==> config.mk <==
export PLATFORM = sky130hd
export DESIGN_NAME = tone_curve_dither_quantizer_unit
export DESIGN_NICKNAME = d
export VERILOG_FILES = /design/src/rtl/tcdq_pkg.sv /design/src/rtl/tcdq_knot_cmp.sv /design/src/rtl/tcdq_bracket.sv /design/src/rtl/tcdq_decide.sv /design/src/rtl/tone_curve_dither_quantizer_unit.sv
export SDC_FILE = /design/constraint.sdc
export NUM_CORES = 1
export LEC_CHECK = 0
export BUFFER_PORTS_ARGS = -buffer_cell sky130_fd_sc_hd__buf_2
export CORE_ASPECT_RATIO = 0.7
export CORE_UTILIZATION = 25
export CTS_CLUSTER_SIZE = 24
export DETAILED_ROUTE_END_ITERATION = 12
export PLACE_DENSITY = 0.4
export SYNTH_ARGS = -nofsm -noshare
export SYNTH_HDL_FRONTEND = slang
export SYNTH_SLANG_ARGS = --single-unit
==> constraint.sdc <==
create_clock -name clk -period 13.8 [get_ports clk]
set_input_delay 2.07 -clock clk [delete_from_list [all_inputs] [get_ports clk]]
set_output_delay 2.07 -clock clk [all_outputs]
set_load 0.01 [all_outputs]
==> src/rtl/tcdq_pkg.sv <==
// Shared types and constants of the tone curve dither quantizer.
package tcdq_pkg;

  localparam int KNOTS = 16;
  localparam int TONE_W = 8;
  localparam int LEVEL_W = 4;
  localparam int CFG_W = 64;

  localparam logic [TONE_W-1:0] BLACK_TONE = 8'd0;
  localparam logic [TONE_W-1:0] WHITE_TONE = 8'd255;
  localparam logic [LEVEL_W-1:0] WHITE_LEVEL = 4'd15;
  localparam logic [LEVEL_W-1:0] BLACK_LEVEL = 4'd0;

  // register indexes
  localparam logic CFG_KNOTS_LOW = 1'b0;
  localparam logic CFG_KNOTS_HIGH = 1'b1;

  localparam logic [CFG_W-1:0] KNOTS_LOW_RESET = 64'h7766554433221100;
  localparam logic [CFG_W-1:0] KNOTS_HIGH_RESET = 64'hFFEEDDCCBBAA9988;

  typedef logic [KNOTS-1:0][TONE_W-1:0] knot_array_t;

  // after the knot compares
  typedef struct packed {
    logic [TONE_W-1:0] sample;
    logic [TONE_W-1:0] thr;
    logic [KNOTS-1:0]  at_or_below;
    logic              ok;
  } cmp_t;

  // after bracket selection
  typedef struct packed {
    logic [LEVEL_W-1:0] n;
    logic [TONE_W-1:0]  rem;
    logic [TONE_W-1:0]  span;
    logic [TONE_W-1:0]  thr;
    logic               white;
    logic               ok;
  } brk_t;

  typedef struct packed {
    logic [LEVEL_W-1:0] level;
    logic               invalid;
  } res_t;

endpackage

==> src/rtl/tcdq_knot_cmp.sv <==
// Stage 1: compares the sample against every knot and checks the curve.
module tcdq_knot_cmp (
  input  logic                     clk,
  input  logic                     rst,
  input  logic                     in_valid,
  input  logic [7:0]               sample,
  input  logic [7:0]               thr,
  input  tcdq_pkg::knot_array_t    knots,
  input  logic                     down_ready,
  output logic                     ready,
  output logic                     valid,
  output tcdq_pkg::cmp_t           data
);

  tcdq_pkg::cmp_t data_next;

  always_comb begin
    data_next.sample = sample;
    data_next.thr = thr;
    data_next.ok = (knots[0] == tcdq_pkg::BLACK_TONE) &&
                   (knots[tcdq_pkg::KNOTS-1] == tcdq_pkg::WHITE_TONE);
    for (int i = 0; i < tcdq_pkg::KNOTS; i++) begin
      data_next.at_or_below[i] = (knots[i] <= sample);
    end
    for (int i = 1; i < tcdq_pkg::KNOTS; i++) begin
      if (knots[i] <= knots[i-1]) data_next.ok = 1'b0;
    end
  end

  assign ready = !valid || down_ready;

  always_ff @(posedge clk) begin
    if (rst) begin
      valid <= 1'b0;
    end else if (ready) begin
      valid <= in_valid;
    end
  end

  always_ff @(posedge clk) begin
    if (ready && in_valid) data <= data_next;
  end

endmodule

==> src/rtl/tcdq_bracket.sv <==
// Stage 2: picks the bracket knot and forms remainder and span.
module tcdq_bracket (
  input  logic                     clk,
  input  logic                     rst,
  input  logic                     in_valid,
  input  tcdq_pkg::cmp_t           in_data,
  input  tcdq_pkg::knot_array_t    knots,
  input  logic                     down_ready,
  output logic                     ready,
  output logic                     valid,
  output tcdq_pkg::brk_t           data
);

  tcdq_pkg::brk_t data_next;
  logic [tcdq_pkg::LEVEL_W-1:0] n;
  logic [tcdq_pkg::LEVEL_W-1:0] n_up;
  logic [tcdq_pkg::TONE_W-1:0]  lo_tone;
  logic [tcdq_pkg::TONE_W-1:0]  hi_tone;

  // highest knot at or below the sample; knot 0 stands when none is
  always_comb begin
    n = '0;
    for (int i = 1; i < tcdq_pkg::KNOTS; i++) begin
      if (in_data.at_or_below[i]) n = tcdq_pkg::LEVEL_W'(i);
    end
  end

  always_comb begin
    n_up = (n == tcdq_pkg::WHITE_LEVEL) ? n : n + 1'b1;
    lo_tone = knots[n];
    hi_tone = knots[n_up];
    data_next.n = n;
    data_next.rem = in_data.sample - lo_tone;
    data_next.span = hi_tone - lo_tone;
    data_next.thr = in_data.thr;
    data_next.white = (n == tcdq_pkg::WHITE_LEVEL);
    data_next.ok = in_data.ok;
  end

  assign ready = !valid || down_ready;

  always_ff @(posedge clk) begin
    if (rst) begin
      valid <= 1'b0;
    end else if (ready) begin
      valid <= in_valid;
    end
  end

  always_ff @(posedge clk) begin
    if (ready && in_valid) data <= data_next;
  end

endmodule

==> src/rtl/tcdq_decide.sv <==
// Stage 3: dither decision and output register.
module tcdq_decide (
  input  logic                     clk,
  input  logic                     rst,
  input  logic                     in_valid,
  input  tcdq_pkg::brk_t           in_data,
  input  logic                     down_ready,
  output logic                     ready,
  output logic                     valid,
  output tcdq_pkg::res_t           data
);

  tcdq_pkg::res_t data_next;
  logic [2*tcdq_pkg::TONE_W-1:0] weighted_thr;
  logic [2*tcdq_pkg::TONE_W-1:0] scaled_rem;

  always_comb begin
    weighted_thr = 16'(in_data.thr) * 16'(in_data.span);
    scaled_rem = {in_data.rem, 8'h00};
    data_next.invalid = !in_data.ok;
    if (!in_data.ok) begin
      data_next.level = tcdq_pkg::BLACK_LEVEL;
    end else if (in_data.white) begin
      data_next.level = tcdq_pkg::WHITE_LEVEL;
    end else if (weighted_thr < scaled_rem) begin
      data_next.level = in_data.n + 1'b1;
    end else begin
      data_next.level = in_data.n;
    end
  end

  assign ready = !valid || down_ready;

  always_ff @(posedge clk) begin
    if (rst) begin
      valid <= 1'b0;
    end else if (ready) begin
      valid <= in_valid;
    end
  end

  always_ff @(posedge clk) begin
    if (ready && in_valid) data <= data_next;
  end

endmodule

==> src/rtl/tone_curve_dither_quantizer_unit.sv <==
// Top level of the tone curve dither quantizer.
// Takes one pixel per clock while pix_stall is low and returns one panel level per
// pixel through three register stages: knot compares and curve check, bracket
// selection, then the dither multiply and compare into the output register.
// Each stage holds its item while the next one is full and stalled, and empty stages
// keep taking pixels. The curve check is re-evaluated from the knot registers for
// every pixel; knot registers are written on any clock with cfg_write high.
module tone_curve_dither_quantizer_unit (
  input  logic        clk,
  input  logic        rst,
  input  logic        pix_valid,
  output logic        pix_stall,
  input  logic [7:0]  gray_sample,
  input  logic [7:0]  dither_threshold,
  output logic        lvl_valid,
  input  logic        lvl_stall,
  output logic [3:0]  tone_level,
  output logic        curve_invalid,
  input  logic        cfg_write,
  input  logic        cfg_index,
  input  logic [63:0] cfg_data
);

  logic [tcdq_pkg::CFG_W-1:0] knots_low_half;
  logic [tcdq_pkg::CFG_W-1:0] knots_high_half;
  tcdq_pkg::knot_array_t knots;

  logic cmp_ready, cmp_valid;
  logic brk_ready, brk_valid;
  logic dec_ready;
  tcdq_pkg::cmp_t cmp_data;
  tcdq_pkg::brk_t brk_data;
  tcdq_pkg::res_t res_data;

  always_ff @(posedge clk) begin
    if (rst) begin
      knots_low_half <= tcdq_pkg::KNOTS_LOW_RESET;
      knots_high_half <= tcdq_pkg::KNOTS_HIGH_RESET;
    end else if (cfg_write) begin
      unique case (cfg_index)
        tcdq_pkg::CFG_KNOTS_LOW:  knots_low_half <= cfg_data;
        tcdq_pkg::CFG_KNOTS_HIGH: knots_high_half <= cfg_data;
        default: ;
      endcase
    end
  end

  // knot i sits in byte i of the concatenated halves
  assign knots = {knots_high_half, knots_low_half};

  tcdq_knot_cmp u_cmp (
    .clk        (clk),
    .rst        (rst),
    .in_valid   (pix_valid),
    .sample     (gray_sample),
    .thr        (dither_threshold),
    .knots      (knots),
    .down_ready (brk_ready),
    .ready      (cmp_ready),
    .valid      (cmp_valid),
    .data       (cmp_data)
  );

  tcdq_bracket u_brk (
    .clk        (clk),
    .rst        (rst),
    .in_valid   (cmp_valid),
    .in_data    (cmp_data),
    .knots      (knots),
    .down_ready (dec_ready),
    .ready      (brk_ready),
    .valid      (brk_valid),
    .data       (brk_data)
  );

  tcdq_decide u_dec (
    .clk        (clk),
    .rst        (rst),
    .in_valid   (brk_valid),
    .in_data    (brk_data),
    .down_ready (!lvl_stall),
    .ready      (dec_ready),
    .valid      (lvl_valid),
    .data       (res_data)
  );

  assign pix_stall = !cmp_ready;
  assign tone_level = res_data.level;
  assign curve_invalid = res_data.invalid;

`ifndef SYNTHESIS
  // a failed curve always reports black
  a_invalid_black: assert property (@(posedge clk) disable iff (rst)
    lvl_valid && curve_invalid |-> tone_level == tcdq_pkg::BLACK_LEVEL)
    else $error("invalid curve with nonzero level");

  // inside a valid bracket the sample stays below the upper knot
  a_rem_in_span: assert property (@(posedge clk) disable iff (rst)
    brk_valid && brk_data.ok && !brk_data.white |-> brk_data.rem < brk_data.span)
    else $error("remainder not below span");

  // stalling the source only happens with every stage full and the output stalled
  a_stall_full: assert property (@(posedge clk) disable iff (rst)
    pix_stall |-> cmp_valid && brk_valid && lvl_valid && lvl_stall)
    else $error("source stalled with room in the pipeline");
`endif

endmodule
# ---- Word level (Yosys, flattened, before mapping)
# Index checks and enable logic that the tools add are counted.
dict set report totals {
  word_cells 98
  output_inout_bits 7
  ff_bits 199
}
dict set report op_classes {
  order_cmp 34
  n_eq_ne 2
  bitwise_logic 1
  addsub 4
  reduce_logical 17
  mul 1
  n_mux 22
}
# operator n
set op_table {}
lappend op_table {{less-or-equal comparator 8 bit} 31}
lappend op_table {{binary-select mux 8 bit (select 4 bit)} 2}
lappend op_table {{two-way mux 4 bit} 11}
lappend op_table {{< comparator 16 bit} 1}
lappend op_table {{multiplier 8 x 8 -> 16 bit} 1}
lappend op_table {{two-way mux 8 bit} 2}
lappend op_table {{subtractor 8 bit} 2}
lappend op_table {{OR reduction 15 bit} 1}
lappend op_table {{two-way mux 3 bit} 4}
lappend op_table {{< comparator 4 x 5 -> 1 bit (second input constant)} 2}
lappend op_table {{adder 4 x 1 -> 4 bit (second input constant)} 2}
lappend op_table {{== test 8 bit (second input constant)} 1}
lappend op_table {{logical NOT 8 bit} 1}
lappend op_table {{logical NOT 1 bit} 6}
lappend op_table {{== test 4 bit (second input constant)} 1}
lappend op_table {{logical AND 1 bit} 4}
lappend op_table {{two-way mux 2 bit} 2}
lappend op_table {{AND reduction 2 bit} 2}
lappend op_table {{logical OR 1 bit} 3}
lappend op_table {{two-way mux 1 bit} 1}
lappend op_table {{NOT 1 bit} 1}

# ---- Longest topological paths before layout
# Gate-level depths: netlist of run 1.
dict set report depth {
  word_depth 20
  depth_mapped 28
}

# ---- Cells and area by module
# Synthesis of run 1 repeated with hierarchy kept, for this count alone.
dict set report hier_totals {
  hier_cells 2097
  area_unflattened_um2 18572.8
}
# module n_inst area_per_inst_um2 cells_each
set modules_own_cells {}
lappend modules_own_cells {tcdq_knot_cmp 1 6816.5 771}
lappend modules_own_cells {tone_curve_dither_quantizer_unit 1 5144.9 500}
lappend modules_own_cells {tcdq_bracket 1 4219.0 562}
lappend modules_own_cells {tcdq_decide 1 2392.3 264}

# ---- Worst setup path after synthesis of run 1
# OpenSTA, ideal clock, no wires.
dict set report synth_path {
  path_kind {register to register}
  startpoint {register u_brk.data[17] (netlist name)}
  endpoint {register u_dec.data[4] (netlist name), data pin}
  n_path_buf 0
  t_required_ps 13542
  period_less_slack_ps 5788
  stages_incl_launch_ff 26
  t_arrival_ps 5530
  setup_slack_ps 8012
  cell_sequence {edfxtp_1 nand2_1 fa_1 fa_1 inv_1 fa_1 inv_1 fa_1 inv_1 ha_1 a2111oi_0 o21ai_1 o211ai_1 a21boi_0 o21ai_1 a2111oi_0 o21a_1 nor2_1 ha_1 a21o_1 a21oi_1 o211a_1 nor2_1 nor2_1 xnor2_1 a21oi_1}
}
dict set report synth_between {
  elab_chain_cells 4
}
# element line
set synth_rtl {}
lappend synth_rtl {{from (decl)} tcdq_bracket.sv:11} ;# output tcdq_pkg::brk_t data
lappend synth_rtl {{from (signal assigned)} tcdq_bracket.sv:51} ;# if (ready && in_valid) data <= data_next;
lappend synth_rtl {{multiplier 8 x 8 -> 16 bit} tcdq_decide.sv:18} ;# weighted_thr = 16'(in_data.thr) * 16'(in_data.span);
lappend synth_rtl {{< comparator 16 bit} tcdq_decide.sv:25} ;# end else if (weighted_thr < scaled_rem) begin
lappend synth_rtl {{two-way mux 4 bit} tcdq_decide.sv:25}
lappend synth_rtl {{two-way mux 4 bit} tcdq_decide.sv:23} ;# end else if (in_data.white) begin
lappend synth_rtl {{to (signal assigned)} tcdq_decide.sv:43} ;# if (ready && in_valid) data <= data_next;
lappend synth_rtl {{to (decl)} tcdq_decide.sv:10} ;# output tcdq_pkg::res_t data
# No other way between the ends.
# A chain may end at the register's enable or synchronous reset.

==> reports/results.tsv, run 1 <==
stage	metric	value	unit
status	outcome	complete, no violations	
clock_network	hold_buffers	0	
place	dp_hpwl	56300	um
setup_path	reg2reg_from	u_cmp.data[6]	
yosys	ys_seq_elements	198	
clock_network	clockRootBuffer	clkbuf_16	
yosys	syn-mean-instance-area	8.19	um^2
grt	grt_max_degree	82	
yosys	synth_edf_count	67	
min_path	min_to	u_brk.data[0]	
die	rows	80	
setup_path	critPathRequiredTime	14050	ps
final_layout	fill_cells	7501	
setup_path	endpoint_kind	register	
final_layout	synthToLayoutAreaGrowth	11.9	%
setup_path	cp-start-kind	register	
setup_path	cp_slowest_cell	inv_2	
power	cellPowerDensity	148	nW/um^2
die	die_h	223	um
sta	worst_pin_slew	1280	ps
sta	setup_violations	0	
drt	drc	0	
setup_path	crit_arrival	7340	ps
setup_path	worst-path-max-fanout	78	
sta	min_period	7090	ps
yosys	synth_nets	2542	
yosys	synth.top_cells.by_count	ha_1 (296), nand2_1 (275), a21oi_1 (211)	
sta	hold_ws	426	ps
setup_path	reg2reg_to	u_brk.data[17]	
power	power	2.88	mW
die	core	68500	um^2
drt	wl	72900	um
setup_path	path_class	reg -> reg	
clock_network	clkSinkCount	198	
sta	fin_crit_sh	51.4	%
yosys	yosys-top-cells-area	ha_1 (21%), dfxtp_1 (15%), edfxtp_1 (12%)	
min_path	holdPathStages	0	
grt	grt_pass1_vias	15100	
drt	first_pass_iters	6	
drt	post_drt_wl_per_cell	23.6	um
place	dpl_worst_slack	6790	ps
sta	slew_headroom	13.6	%
grt	antenna_found_initial	7	
yosys	yosysWarnings	0	
sta	setup_ws	6710	ps
setup_path	r2r_slack	6710	ps
power	leakagePower	8.69	nW
die	die_w	317	um
place	gp_congestion	0.937	
yosys	synth_area_leader_cell	ha_1	
clock_network	cts-resized-gates	0	
power	irDropWorstVdd	186	uV
place	portBuffers	92	
die	initial_core_util	25.4	%
job	maxCapViolCount	0	
sta	hold_viol_final	0	
yosys	synthesis.area	17400	um^2
yosys	async_flop_share	0	%
sta	fin_skew	10.6	ps
clock_network	cts.htree.levels	4	
grt	grt_pass1_wl	107000	um
yosys	ys_types	57	
drt	avgViaCountPerCell	5.04	
final_layout	final_nets	2589	
min_path	hp-class	reg -> reg	
sta	tns	0	ps
final_layout	layout-drive-gt1-share	7.83	%
yosys	seq_area_frac_synth	26.7	%
yosys	syn-instance-count	2123	
setup_path	max_stage_delay	720	ps
yosys	ys.flop_type	dfxtp_1	
die	io_pins	93	
clock_network	cts_made_buffers	17	
yosys	yosysMostFrequentCell	ha_1	
sta	maxSlewViolCount	0	
grt	overflow	0	
final_layout	fin_util	28.4	%
drt	vias	15500	
clock_network	post-cts-setup-buffers	0	
clock_network	clk_latency	500	ps
sta	fmax	0.141	GHz
clock_network	ctsLongestPathBuffers	2	
clock_network	path_clk_slew	90	ps
min_path	min_from	u_cmp.data[0]	
grt	grt_usage	21.0	%
sta	rsz0062_at_grt	false	
drt	first_iter_violations	1323	
setup_path	worstRegToRegCells	25	
die	fp.dieArea	70600	um^2
yosys	synth_top_area_share	21.3	%
drt	antenna_left	0	
clock_network	cts_tree	built	
==> critical path: cells and delay by family, from the launching register on <==
kind	cells	cell delay (ps)
flip-flops	1	420
AND/OR/NAND/NOR	3	240
adder cells (fa/ha/maj)	2	830
XOR/XNOR	1	130
AO/OA/AOI/OAI	13	2870
buffers and inverters	6	2240
==> kinds of logic after synthesis <==
group,Yosys count,synth area share [%]
AOI/OAI and AO/OA,561,20.3
adders and majority gates,333,25.6
buffers and inverters,296,6.62
xor gates and xnor gates,20,1.01
DFF,198,26.7
muxes,4,0.302
and+or+nand+nor,711,19.5
==> flip-flops by register name (all words and copies together) (netlist names) <==
register,cells
u_cmp.valid,1
u_dec.data,5
u_cmp.data,32
knots_high_half,64
knots_low_half,64
u_brk.valid,1
u_brk.data,30
u_dec.valid,1
==> power breakdown <==
group | switching [mW] | leakage [nW] | internal (mW) | total (mW)
logic | 0.935 | 6.68 | 0.663 | 1.60
clock network | 0.273 | 0.293 | 0.263 | 0.536
registers | 0.0825 | 1.71 | 0.668 | 0.750
==> stage by stage <==
stage,instance area [um^2],instances
6_report,19500,3087
5_1_grt,19500,3085
4_1_cts,19500,3085
3_5_place_dp,18900,3053
3_3_place_gp,18900,3053
2_1_floorplan,17400,2123
==> placed cells by master, fill, tap and decap left out, types with 3 or more instances in the layout <==
cell / Yosys / routed
a2111oi_0: 3 / 3
a211o_1: 30 / 30
a211oi_1: 85 / 85
a21boi_0: 4 / 4
a21o_1: 51 / 51
a21oi_1: 211 / 210
a311oi_1: 6 / 6
and2_1: 53 / 52
and3_1: 11 / 11
buf_2: 18 / 91
buf_4: 0 / 27
clkbuf_16: 0 / 19
dfxtp_1: 131 / 131
edfxtp_1: 67 / 67
fa_1: 37 / 37
ha_1: 296 / 296
inv_1: 203 / 203
inv_6: 0 / 5
mux2i_1: 3 / 3
nand2_1: 275 / 274
nand2b_1: 33 / 32
nand3_1: 39 / 39
nand3b_1: 40 / 40
nand4_1: 41 / 41
nor2_1: 147 / 146
nor2b_1: 41 / 39
nor3_1: 15 / 15
nor4_1: 7 / 7
o211ai_1: 27 / 27
o21a_1: 25 / 24
o21ai_0: 96 / 96
o31ai_1: 7 / 7
xnor2_1: 13 / 13
xor2_1: 7 / 7
==> routing by layer <==
| metal | wire length, um | vias to the layer above | global-route usage [%] | part of all wire (%) |
|---|---|---|---|---|
| li1 | - | 7568 | - | - |
| met1 | 36800 | 7439 | 31.8 | 50 |
| met2 | 28700 | 468 | 28.9 | 39 |
| met3 | 6160 | 68 | 5.83 | 8.5 |
| met4 | 1240 | 2 | 4.85 | 1.7 |
| met5 | 13 | - | 0 | 0.018 |
==> final cells by class <==
| class | count | area [um^2] | share of cell area [%] |
|---|---|---|---|
| Clock buffer | 20 | 489 | 2.51 |
| Timing Repair Buffer | 118 | 658 | 3.38 |
| Tap cell | 902 | 1130 | 5.80 |
| Sequential cell | 198 | 4630 | 23.8 |
| Inverter | 206 | 776 | 3.99 |
| Multi-Input combinational cell | 1629 | 11700 | 59.9 |
| Clock inverter | 12 | 106 | 0.547 |
| Antenna cell | 2 | 5.00 | 0.0257 |
==> worst max-delay path by stage <==
stage | endpoint | start | cells past startpoint | slack (ps)
2_1_floorplan | u_dec.data[4] | u_brk.data[17] | 25 | 8010
3_3_place_gp | u_brk.data[17] | u_cmp.data[3] | 25 | 6900
3_5_place_dp | u_brk.data[17] | u_cmp.data[3] | 25 | 6790
4_1_cts | u_brk.data[17] | u_cmp.data[3] | 25 | 6770
5_1_grt | u_brk.data[17] | u_cmp.data[3] | 25 | 6130
6_report | u_brk.data[17] | u_cmp.data[6] | 25 | 6710
(Power assumes the default switching activity.)
==> inputs of run 2 (changes only) <==
- PLACE_DENSITY: 0.4 -> 0.42
- clock period: 13.8 -> 5.98 ns (I/O delays scaled with it)
==> run 2 against run 1 <==
  * Register-to-register slack got worse by 6700 ps
  * Critical path depth down 1
  * Maximum frequency rose by 19%
  * Cell count rose by 1.1%
  * Flip-flop and latch count is the same
  * Combinational power grew to 2.8 times the previous value
  * Global-route usage is 0.64 points lower
  * Power grew to 2.6 times the previous value
  * Largest cell class unchanged
  * Worst hold slack lost 1.8 ps
  * Core utilization up 0.61 points
  * Non-clock buffer count rose by 34
==> reports/results.tsv, run 2 (synthesis results as in run 1) <==
stage	metric	value	unit
status	outcome	complete, no violations	
die	io_pins	93	
setup_path	worstRegToRegCells	24	
sta	slew_headroom	25.5	%
die	initial_core_util	25.4	%
place	dpl_cell_area	19000	um^2
drt	wl	71500	um
drt	antenna_left	0	
min_path	min_to	u_brk.data[9]	
sta	fin_skew	14.2	ps
drt	first_iter_violations	1352	
final_layout	final_nets	2623	
clock_network	cts_tree	built	
power	irDropWorstVdd	538	uV
die	rows	80	
power	clock_power_share	16.4	%
die	fp.dieArea	70600	um^2
grt	grt_pass1_vias	15100	
drt	drc	0	
power	swShare	44.6	%
min_path	holdPathStages	0	
final_layout	fin_area	19900	um^2
power	power	7.49	mW
drt	first_pass_iters	5	
sta	fin_crit_sh	99.6	%
final_layout	layout-drive-gt1-share	10.4	%
grt	grt_pass1_wl	104000	um
setup_path	endpoint_kind	register	
drt	avgViaCountPerCell	5.09	
setup_path	setup.worst_path.start	u_brk.data[5]	
setup_path	r2r_slack	30	ps
sta	setup_violations	0	
place	dp_hpwl	55200	um
clock_network	ctsLongestPathBuffers	2	
setup_path	critPathMostFrequentCell	fa_1	
clock_network	cts_made_buffers	17	
setup_path	path_class	reg -> reg	
sta	fmax	0.168	GHz
setup_path	cp_slowest_cell	fa_1	
grt	grt_usage	20.4	%
final_layout	reg.largest.list	knots_high_half (64), knots_low_half (64), u_cmp.data (32)	
grt	overflow	0	
power	power.switching	3.34	mW
drt	post_drt_wl_per_cell	22.9	um
job	maxCapViolCount	0	
setup_path	critPathRequiredTime	6240	ps
grt	grt_max_degree	85	
clock_network	clkSinkCount	198	
setup_path	worst-path-max-fanout	5	
sta	min_period	5950	ps
clock_network	clk_latency	510	ps
setup_path	reg2reg_to	u_dec.data[4]	
place	portBuffers	92	
min_path	min_from	u_cmp.data[24]	
sta	maxSlewViolCount	0	
clock_network	cts.htree.levels	4	
setup_path	crit_arrival	6210	ps
min_path	hp-class	reg -> reg	
power	leakagePower	8.87	nW
setup_path	max_stage_delay	550	ps
place	gp_congestion	0.901	
power	p_comb_share	60.8	%
clock_network	path_clk_slew	80	ps
setup_path	reg2reg_from	u_brk.data[5]	
final_layout	fin_util	29.0	%
power	cellPowerDensity	377	nW/um^2
clock_network	clockRootBuffer	clkbuf_16	
sta	worst_pin_slew	1120	ps
setup_path	crit_chain	buf_4 > buf_4 > and2_1 > fa_1 > fa_1 > fa_1 > inv_1 > fa_1 > inv_1 > ha_1 > a21boi_4 > o21ai_2 > buf_4 > a2111oi_4 > o21a_1 > nor2_1 > ha_1 > a21o_1 > a21oi_2 > o211a_4 > nor2_4 > nor2_2 > xnor2_1 > a21oi_1	
power	power_frac_seq	22.8	%
sta	hold_viol_final	0	
final_layout	final_common_cell	ha_1	
final_layout	final_cell_mix	ha_1 (292), nand2_1 (273), a21oi_1 (208)	
final_layout	fill_cells	7422	
sta	rsz0062_at_grt	true	
clock_network	hold_buffers	0	
die	core	68500	um^2
grt	antenna_found_initial	1	
die	die_h	223	um
die	die_w	317	um
drt	vias	15900	
setup_path	cp-start-kind	register	
final_layout	synthToLayoutAreaGrowth	14.3	%
power	power.internal	4.16	mW
run 2: cell count changes in the layout (fill, tap and decap cells not counted), moves of 3 or more:
| cell | delta |
|---|---|
| inv_2 | +4 |
| inv_8 | +5 |
| inv_6 | -3 |
| ha_1 | -4 |
| buf_12 | +3 |
| inv_1 | -4 |
| buf_4 | +31 |
| and2_1 | -5 |
| and2_4 | +5 |
run 2: per-layer routing:
layer	vias to the layer above	GRT usage [%]	routed length, um
li1	7655	-	-
met1	7688	31.0	36300
met2	438	28.1	28600
met3	95	4.19	4530
met4	0	6.44	1980
met5	-	0	0
run 2: final cells by class:
| cell class | count | area [um^2] | share of cell area (%) |
|---|---|---|---|
| tap | 902 | 1130 | 5.68 |
| antenna | 1 | 2.50 | 0.0126 |
| clock buffer | 17 | 425 | 2.14 |
| clock inverter | 15 | 156 | 0.787 |
| sequential | 198 | 4630 | 23.3 |
| multi-input combinational | 1629 | 11800 | 59.4 |
| inverter | 206 | 776 | 3.90 |
| timing repair buffer | 152 | 951 | 4.78 |
run 2: power groups by stage:
stage	clock network [mW]	logic, mW	registers, mW
3_3_place_gp	0	3.83	1.73
4_1_cts	1.27	4.28	1.70
3_5_place_dp	0	3.85	1.73
5_1_grt	1.31	5.12	1.72
6_report	1.23	4.56	1.71
2_1_floorplan	0	2.72	1.65
run 2: what timing repair did:
action | 4_1_cts | 5_1_grt
endpoints found under the setup margin | 4 | 5
cloned | 0 | 0
pin swaps | 9 | 47
setup buffers | 6 | 9
resized for setup | 17 | 19
run 2: how the worst max path moves through the flow:
stage                     slack (ps)             to  cells after the start
after CTS                         20  u_dec.data[4]                     26
after detailed placement        -410  u_dec.data[4]                     25
after global routing            -260  u_dec.data[4]                     27
after floorplan                  190  u_dec.data[4]                     25
final                             30  u_dec.data[4]                     24
after global placement          -340  u_dec.data[4]                     25
run 2: stage by stage:
| stage | setup WS (ps) | std cells | TNS [ps] | hold WS (ps) |
|---|---|---|---|---|
| after detailed placement | -414 | 3072 | -1380 | 405 |
| after floorplan | 192 | 2123 | 0 | 400 |
| after CTS | 23.5 | 3110 | 0 | 425 |
| after global placement | -336 | 3072 | -1100 | 412 |
| after global routing | -256 | 3120 | -866 | 437 |
| final | 26.8 | 3120 | 0 | 424 |
run 2: worst max-delay path, delay by kind of cell (launching register included):
family | cells | cell delay, ps
buffers and inverters | 5 | 550
AOI/OAI and AO/OA | 8 | 1510
xor gates and xnor gates | 1 | 120
and+or+nand+nor | 4 | 370
DFF | 1 | 480
adders and majority gates | 6 | 2680
==> inputs of run 3 (changes only) <==
- BUFFER_PORTS_ARGS: -buffer_cell sky130_fd_sc_hd__buf_2 -> -buffer_cell sky130_fd_sc_hd__buf_4
==> run 3 against run 2 <==
  * Non-clock buffer count is 2 lower
  * Critical path type unchanged
  * Power is 1.2% lower
  * Clock power hardly changed
  * Final area is 1.1% higher
  * Register-to-register slack better by 110 ps
  * Combinational power is 2% lower
  * Largest cell class unchanged
  * Setup slack better by 110 ps
  * Die area stayed put
  * Wire length is 0.21% lower
  * Core utilization is 0.32 points higher
==> reports/results.tsv, run 3 (synthesis results as in run 1) <==
stage	metric	value	unit
sta	fmax	0.171	GHz
setup_path	reg2reg_from	u_brk.data[4]	
clock_network	clockRootBuffer	clkbuf_16	
power	swShare	44.2	%
drt	first_iter_violations	1415	
sta	tns	0	ps
die	rows	80	
grt	grt_pass1_wl	105000	um
setup_path	crit_chain	and2_4 > fa_2 > fa_1 > inv_2 > fa_1 > fa_1 > inv_1 > ha_4 > o21a_1 > o21a_1 > o211ai_1 > a21boi_2 > o21ai_2 > a2111oi_4 > o21a_1 > nor2_1 > xnor2_1 > ha_1 > nand4_1 > o21a_4 > nor2_4 > mux2i_1 > a21oi_1	
drt	first_pass_iters	5	
clock_network	cts_made_buffers	17	
status	outcome	complete, no violations	
grt	overflow	0	
setup_path	critPathRequiredTime	6230	ps
drt	avgViaCountPerCell	5.11	
die	initial_core_util	25.4	%
power	irDropWorstVdd	502	uV
sta	worst_pin_slew	1100	ps
setup_path	critical_path_buf_inv_count	2	
clock_network	cts.htree.levels	4	
sta	rsz0062_at_grt	true	
setup_path	cp_top_family	adder cells	
power	cellPowerDensity	369	nW/um^2
clock_network	cts_tree	built	
power	power.switching	3.28	mW
final_layout	fill_cells	7419	
job	maxCapViolCount	0	
final_layout	n_antenna_cell	0	
clock_network	path_clk_slew	80	ps
sta	min_period	5850	ps
setup_path	path_class	reg -> reg	
setup_path	critical_path_depth	23	
power	leakagePower	8.93	nW
clock_network	clk_latency	510	ps
final_layout	final_nets	2621	
setup_path	worst-path-max-fanout	5	
drt	post_drt_wl_per_cell	22.9	um
power	power.internal	4.13	mW
die	die_h	223	um
setup_path	r2r_slack	130	ps
setup_path	cp-start-kind	register	
setup_path	reg2reg_to	u_dec.data[2]	
final_layout	fin_area	20100	um^2
final_layout	final_cell_mix	ha_1 (290), nand2_1 (272), a21oi_1 (209)	
final_layout	fin_util	29.3	%
grt	antenna_found_initial	0	
power	p_comb_share	60.2	%
place	portBuffers	92	
grt	grt_usage	20.5	%
die	die_w	317	um
sta	setup_violations	0	
setup_path	endpoint_kind	register	
power	power	7.41	mW
sta	slew_headroom	26.5	%
min_path	hp-class	reg -> reg	
drt	antenna_left	0	
sta	setup_ws	134	ps
setup_path	worstRegToRegCells	23	
die	core	68500	um^2
sta	hold_viol_final	0	
setup_path	crit_arrival	6090	ps
clock_network	ctsLongestPathBuffers	2	
place	gp_congestion	0.906	
grt	grt_max_degree	78	
final_layout	regArea	4630	um^2
place	dpl_worst_slack	-505	ps
setup_path	setup.worst_path.start	u_brk.data[4]	
die	io_pins	93	
setup_path	max_stage_delay	560	ps
die	fp.dieArea	70600	um^2
power	clock_power_share	16.7	%
final_layout	multi_input_area	11800	um^2
sta	fin_skew	20.7	ps
sta	fin_crit_sh	97.8	%
final_layout	final_common_cell	ha_1	
drt	vias	15900	
drt	drc	0	
place	dpl_cell_area	19300	um^2
drt	wl	71300	um
setup_path	critPathCapture	u_dec.data[2]	
clock_network	clkSinkCount	198	
final_layout	synthToLayoutAreaGrowth	15.6	%
power	power_frac_seq	23.1	%
grt	grt_pass1_vias	15600	
sta	maxSlewViolCount	0	
final_layout	layout-drive-gt1-share	10.3	%
setup_path	cp_slowest_cell	fa_1	
final_layout	reg.largest.list	knots_high_half (64), knots_low_half (64), u_cmp.data (32)	
place	dp_hpwl	54900	um
[run 3: cell type report]
cell class | instances | area share, %
Clock inverter | 12 | 0.660
Multi-Input combinational cell | 1629 | 58.8
Tap cell | 902 | 5.62
Clock buffer | 20 | 2.27
Sequential cell | 198 | 23.1
Timing Repair Buffer | 150 | 5.75
Inverter | 206 | 3.86
[run 3: worst min-delay path by stage]
stage	start	to	slack, ps	cells past startpoint
finish	u_cmp.data[0]	u_brk.data[0]	420	0
global route	u_cmp.data[0]	u_brk.data[0]	440	0
CTS	u_cmp.data[0]	u_brk.data[0]	430	0
detailed placement	u_cmp.data[0]	u_brk.data[0]	400	0
global placement	u_cmp.data[24]	u_brk.data[9]	410	0
floorplan	u_cmp.data[0]	u_brk.data[0]	400	0
[run 3: per-stage QoR]
step / hold slack [ps] / instances
6_report: 424 / 3117
5_1_grt: 436 / 3117
4_1_cts: 427 / 3111
3_5_place_dp: 405 / 3075
3_3_place_gp: 409 / 3075
2_1_floorplan: 400 / 2123
[run 3: worst reg2reg max path, stage by stage (launching register included)]
cell,delay [ps]
edfxtp_1,490
and2_4,210
fa_2,400
fa_1,560
inv_2,40
fa_1,470
fa_1,490
inv_1,70
ha_4,250
o21a_1,110
o21a_1,160
o211ai_1,120
a21boi_2,210
o21ai_2,110
a2111oi_4,400
o21a_1,200
nor2_1,50
xnor2_1,120
ha_1,320
nand4_1,120
o21a_4,240
nor2_4,170
mux2i_1,200
a21oi_1,80
[run 3: power by group through the flow]
stage / clock (mW) / combinational [mW] / sequential (mW)
2_1_floorplan: 0 / 2.72 / 1.65
3_3_place_gp: 0 / 3.84 / 1.74
3_5_place_dp: 0 / 3.86 / 1.73
4_1_cts: 1.27 / 4.27 / 1.70
5_1_grt: 1.31 / 4.99 / 1.72
6_report: 1.24 / 4.46 / 1.71
[run 3: what timing repair did]
action | in CTS | in global routing
hold buffers | 0 | 0
pin swaps | 8 | 37
setup buffers | 4 | 7
resized for setup | 16 | 20
setup endpoints to repair | 4 | 5
[run 3: layer usage]
layer / global-route usage (%) / share of wire, % / vias to the layer above / wire length, um
met2: 29.1 / 41 / 455 / 29000
met5: 0 / 0 / - / 0
met3: 2.75 / 5.1 / 64 / 3670
met1: 31.9 / 53 / 7774 / 37500
met4: 4.78 / 1.6 / 0 / 1150
li1: - / - / 7643 / -
